File: config.mk
export PLATFORM = sky130hd
export DESIGN_NAME = lpht_hash
export DESIGN_NICKNAME = d
export VERILOG_FILES = /design/src/sv/lpht_pkg.sv /design/src/sv/lpht_hash.sv
export VERILOG_INCLUDE_DIRS = /design/src /design/src/sv
export SDC_FILE = /design/constraint.sdc
export NUM_CORES = 1
export LEC_CHECK = 0
export BUFFER_PORTS_ARGS = -buffer_cell sky130_fd_sc_hd__buf_2
export CAP_MARGIN = 20
export CORE_MARGIN = 3
export CORE_UTILIZATION = 35
export CTS_CLUSTER_DIAMETER = 200
export CTS_CLUSTER_SIZE = 8
export DETAILED_ROUTE_END_ITERATION = 8
export SLEW_MARGIN = 10
export SYNTH_ARGS = -nofsm -noshare
export SYNTH_HDL_FRONTEND = slang
export SYNTH_SLANG_ARGS = --single-unit
File: constraint.sdc
create_clock -name clk -period 10.25 [get_ports clk]
set_input_delay 2.05 -clock clk [delete_from_list [all_inputs] [get_ports clk]]
set_output_delay 2.05 -clock clk [all_outputs]
set_load 0.1 [all_outputs]
File: src/sv/linear_probe_hash_table_assert.svh
// Assertion macros for the hash table block
`ifndef LINEAR_PROBE_HASH_TABLE_ASSERT_SVH
`define LINEAR_PROBE_HASH_TABLE_ASSERT_SVH
// implication checked on every edge out of reset
`define LPHT_ASSERT_IMP(label, clk, rst_n, a, c) \
  label: assert property (@(posedge clk) disable iff (!rst_n) (a) |-> (c)) \
    else $error("assertion failed");
// next-cycle implication
`define LPHT_ASSERT_NXT(label, clk, rst_n, a, c) \
  label: assert property (@(posedge clk) disable iff (!rst_n) (a) |=> (c)) \
    else $error("assertion failed");
`endif

File: src/sv/lpht_pkg.sv
// Package: codes and types for the hash table
`timescale 1ns / 1ps
package lpht_pkg;
  // slot count; a power of two so the home slot is the low hash bits
  localparam int CAPACITY = 64;

  localparam logic [1:0] OP_INSERT = 2'd0;
  localparam logic [1:0] OP_FIND   = 2'd1;
  localparam logic [1:0] OP_REMOVE = 2'd2;

  localparam logic [1:0] MARK_EMPTY = 2'd0;
  localparam logic [1:0] MARK_OCC   = 2'd1;
  localparam logic [1:0] MARK_TOMB  = 2'd2;

  localparam logic [2:0] ST_INSERTED = 3'd0;
  localparam logic [2:0] ST_UPDATED  = 3'd1;
  localparam logic [2:0] ST_FOUND    = 3'd2;
  localparam logic [2:0] ST_NOTFOUND = 3'd3;
  localparam logic [2:0] ST_REMOVED  = 3'd4;
  localparam logic [2:0] ST_FULL     = 3'd5;

  localparam logic [63:0] DJB2_SEED = 64'd5381;

  // hash unit control
  typedef struct packed {
    logic start;
    logic busy;
    logic done;
  } hash_ctl_t;
endpackage

File: src/sv/lpht_hash.sv
// DJB2 hash unit: one key byte per cycle, shared shift-add
`timescale 1ns / 1ps
module lpht_hash #(
  parameter int KEY_BYTES = 8
) (
  input  logic        clk,
  input  logic        rst_n,
  input  logic        start,
  input  logic [63:0] key,
  input  logic [3:0]  len,
  output logic        busy,
  output logic        done,
  output logic [63:0] hash
);
  logic [63:0] h_r, h_nxt;
  logic [3:0]  i_r, i_nxt;
  logic        busy_r, busy_nxt, done_r, done_nxt;
  logic [7:0]  byte_w;

  assign byte_w = key[{i_r[2:0], 3'b000} +: 8];

  always_comb begin
    h_nxt = h_r;
    i_nxt = i_r;
    busy_nxt = busy_r;
    done_nxt = 1'b0;
    if (start) begin
      h_nxt = lpht_pkg::DJB2_SEED;
      i_nxt = 4'd0;
      busy_nxt = 1'b1;
    end else if (busy_r) begin
      if (i_r >= len) begin
        busy_nxt = 1'b0;
        done_nxt = 1'b1;
      end else begin
        h_nxt = (h_r << 5) + h_r + {56'd0, byte_w};
        i_nxt = i_r + 4'd1;
      end
    end
  end

  always_ff @(posedge clk) begin
    h_r <= h_nxt;
    i_r <= i_nxt;
    if (!rst_n) begin
      busy_r <= 1'b0;
      done_r <= 1'b0;
    end else begin
      busy_r <= busy_nxt;
      done_r <= done_nxt;
    end
  end

  assign busy = busy_r;
  assign done = done_r;
  assign hash = h_r;

  `include "linear_probe_hash_table_assert.svh"
  `LPHT_ASSERT_NXT(a_done_once, clk, rst_n, done_r, !done_r)
  `LPHT_ASSERT_IMP(a_len_ok, clk, rst_n, busy_r, i_r <= 4'(KEY_BYTES))
  `LPHT_ASSERT_NXT(a_start_busy, clk, rst_n, start, busy_r)
endmodule

==> flow_metrics.py <==
metrics = {
    "floorplan": {
        "floorplan.io_pins": 137,
        "floorplan.die.width_um": 154,
        "floorplan.rows": 53,
        "placeableCoreArea_um2": 21300,
        "die_area_um2": 23800,
        "initial_standard_cell_utilization_of_the_core_pct": 36.1,
        "die_height_um": 154,
    },
    "cts": {
        "tritoncts": "built",
        "cts_sinks": 70,
        "cts.path.max_buffers": 2,
        "clk_pin_slew_worst_paths_ns": 0.07,
        "post_cts_resize_count": 0,
        "root_buffer": "clkbuf_16",
        "cts_setup_buffers": 0,
        "clk-insertion-delay-late_ns": 0.35,
        "h_tree_level_count": 3,
        "post_cts_hold_buffer_count": 0,
        "cts_made_buffers": 9,
    },
    "worst_setup_path": {
        "setup.worst_path.start": "key[62]",
        "critPathRequiredTime_ns": 10.50,
        "cp.arrival_ns": 6.04,
        "worst_r2r_startpoint": "i_r[0]",
        "crit_path_end_kind": "register",
        "crit_path_max_fanout": 6,
        "timing.critical_path.from_type": "input port",
        "timing.setup.critical_path_class": "input port to register",
    },
    "yosys": {
        "mappedNetlistArea_um2": 7690,
        "post-synth-top-count-cell": "nand2_1",
        "synth_nets": 1134,
        "postSynthCellCount": 932,
        "most_numerous_cell_types_in_the_synthesized_netlist": "nand2_1, ha_1, a21oi_1, dfxtp_1, nor2_1",
        "synth-main-ff-cell": "dfxtp_1",
        "synth-async-reset-ratio_pct": 0,
        "count_of_flip_flops_with_a_built_in_enable_after_synthesis": 0,
        "synth.top_cell.area_share_pct": 20.7,
        "flip_flop_and_latch_count_after_synthesis": 70,
        "yosys_warnings": 0,
        "syn_avg_cell_area_um2": 8.25,
        "synth.distinct_cells": 86,
        "seq_area_frac_synth_pct": 18.2,
        "synth_top_cells_by_area": "ha_1, dfxtp_1, a21oi_1",
        "area_leader_netlist": "ha_1",
    },
    "power_and_ir_drop": {
        "switching_power_mw": 0.532,
        "share_seq_of_total_power_pct": 26.5,
        "cell_internal_pwr_mw": 0.683,
        "share_clk_of_total_power_pct": 28.8,
        "power.share.switching_pct": 43.8,
        "power.density_nw_per_um2": 138,
        "pwr-share-comb_pct": 44.7,
        "power.ir.vdd_worst_uv": 75.4,
        "power_leakage_nw": 4.34,
    },
    "min_path": {
        "min-delay-path-class": "register to register",
        "hp-start": "busy",
    },
    "routing": {
        "detail-route-antenna-nets": 0,
        "detail_route.wl_per_cell_um": 17.4,
        "detail_route.drc_violations": 0,
        "drt-vias-per-instance": 5.53,
        "detail_route.wirelength_um": 22900,
        "dr_iter_0_viols": 411,
        "vias": 7277,
        "firstDrtPassIters": 4,
    },
    "outcome": {
        "run_status": "completed",
    },
    "timing": {
        "setup_viol": 0,
        "finalWorstPathRequiredPeriod_ns": 5.79,
        "timing_max_transition_violations_final": 0,
        "fin_worst_skew_ns": 0.0100,
        "final.setup.tns_ns": 0,
        "max_freq_mhz": 173,
        "slew-limit-headroom_pct": 39.6,
        "timing_hold_violations_final": 0,
        "finalWorstSetupSlack_ns": 4.46,
        "grt_setup_unrepaired": "no",
        "post-route-period-util_pct": 56.5,
        "worst-slew-pin-transition_ns": 0.906,
    },
    "cells_and_area": {
        "nets": 1237,
        "flow.area_growth_from_synthesis_pct": 14.7,
        "count_of_inserted_antenna_diode_cells": 0,
        "drive_above_1_share_pct": 20.6,
    },
    "run": {
        "max-cap-violations": 0,
    },
    "global_routing": {
        "gr-usage-all-layers_pct": 19.0,
        "initial_antenna_violation_count": 0,
        "global_route_wire_length_before_repair_um": 37300,
        "first_global_vias": 7140,
        "largest_net_degree_at_the_start_of_global_routing": 59,
        "globalRoute.totalOverflow": 0,
    },
    "placed_design": {
        "post-place-ws_ns": 4.11,
        "routabilityCongestion": 0.867,
        "port_buffers": 136,
        "detailed_placement_hpwl_um": 17800,
    },
}
## stage by stage
| step | hold slack [ns] | util [%] | total power, mW | cell area (µm²) | cells |
|---|---|---|---|---|---|
| final | 0.488 | 41.4 | 1.21 | 8820 | 1315 |
| after global routing | 0.515 | 41.4 | 1.30 | 8820 | 1315 |
| after detailed placement | 0.476 | 39.9 | 0.872 | 8490 | 1299 |
| after global placement | 0.469 | 39.9 | 0.870 | 8490 | 1299 |
| after floorplan | 0.483 | - | 0.758 | 7690 | 932 |
| after CTS | 0.487 | 41.4 | 1.23 | 8820 | 1315 |
## power groups by stage
stage                     Sequential, mW  Combinational (mW)  Clock (mW)
final                              0.322               0.543       0.349
after global routing               0.327               0.598       0.370
after CTS                          0.324               0.545       0.359
after detailed placement           0.330               0.541           0
after global placement             0.330               0.540           0
after floorplan                    0.438               0.320           0
## worst max-delay path: stages
cell       delay (ns)
buf_2            0.09
mux4_2           0.46
mux2_2           0.30
fa_1             0.43
ha_1             0.36
nand3_1          0.10
o211ai_2         0.29
a41oi_4          0.21
a2111oi_4        0.46
o2111ai_1        0.21
a21boi_2         0.32
o21bai_2         0.17
o311a_1          0.36
a211o_1          0.22
## flip-flops by register name, summed over array words and instances, names as in the netlist
name and cells:
done 1, i_r 4, busy 1, hash 64
## final timing paths
path / endpoint / slack, ns / depth (start not counted)
worst max-delay path: hash[57] / 4.46 / 14
worst max register to register: hash[57] / 5.41 / 13
worst min-delay path: done / 0.49 / 2
worst min register to register: done / 0.49 / 2
## layout make-up
type	count	area, µm²
Clock buffer	9	225
Clock inverter	7	98.8
Fill cell	2182	12500
Inverter	28	105
Multi-Input combinational cell	786	5930
Sequential cell	70	1400
Tap cell	275	344
Timing Repair Buffer	140	711
## routing by layer
metal | track usage (%) | vias up | part of all wire (%)
met5 | 0 | - | 0
met1 | 25.2 | 3429 | 48
li1 | - | 3658 | -
met2 | 31.7 | 170 | 46
met4 | 4.54 | 0 | 1.2
met3 | 3.86 | 20 | 5.3
## cells in the final DEF, fill, tap and decap left out, types with 9 or more instances in the layout
cell         n
ha_1       127
inv_1       28
or3_1       11
a21oi_1    106
a21o_1      38
nor2_1      57
o21bai_1    11
o21ai_0     34
nor3_1      14
nand4_1     20
buf_2      136
xor2_1      27
xnor2_1     25
nand2_1    130
mux4_2      16
dfxtp_1     69
clkbuf_16    9
nand3_1     15
## kinds of logic (layout without fill, tap and decap cells)
kind of cell / Yosys count / count (layout) / synth area share, %
muxes: 26 / 26 / 6.17
AOI/OAI and AO/OA: 281 / 281 / 25.0
xor gates and xnor gates: 52 / 52 / 5.92
buffers and inverters: 76 / 184 / 4.64
and+or+nand+nor: 296 / 296 / 18.3
DFF: 70 / 70 / 18.2
adders and majority gates: 131 / 131 / 21.7
(Power assumes the default switching activity.)
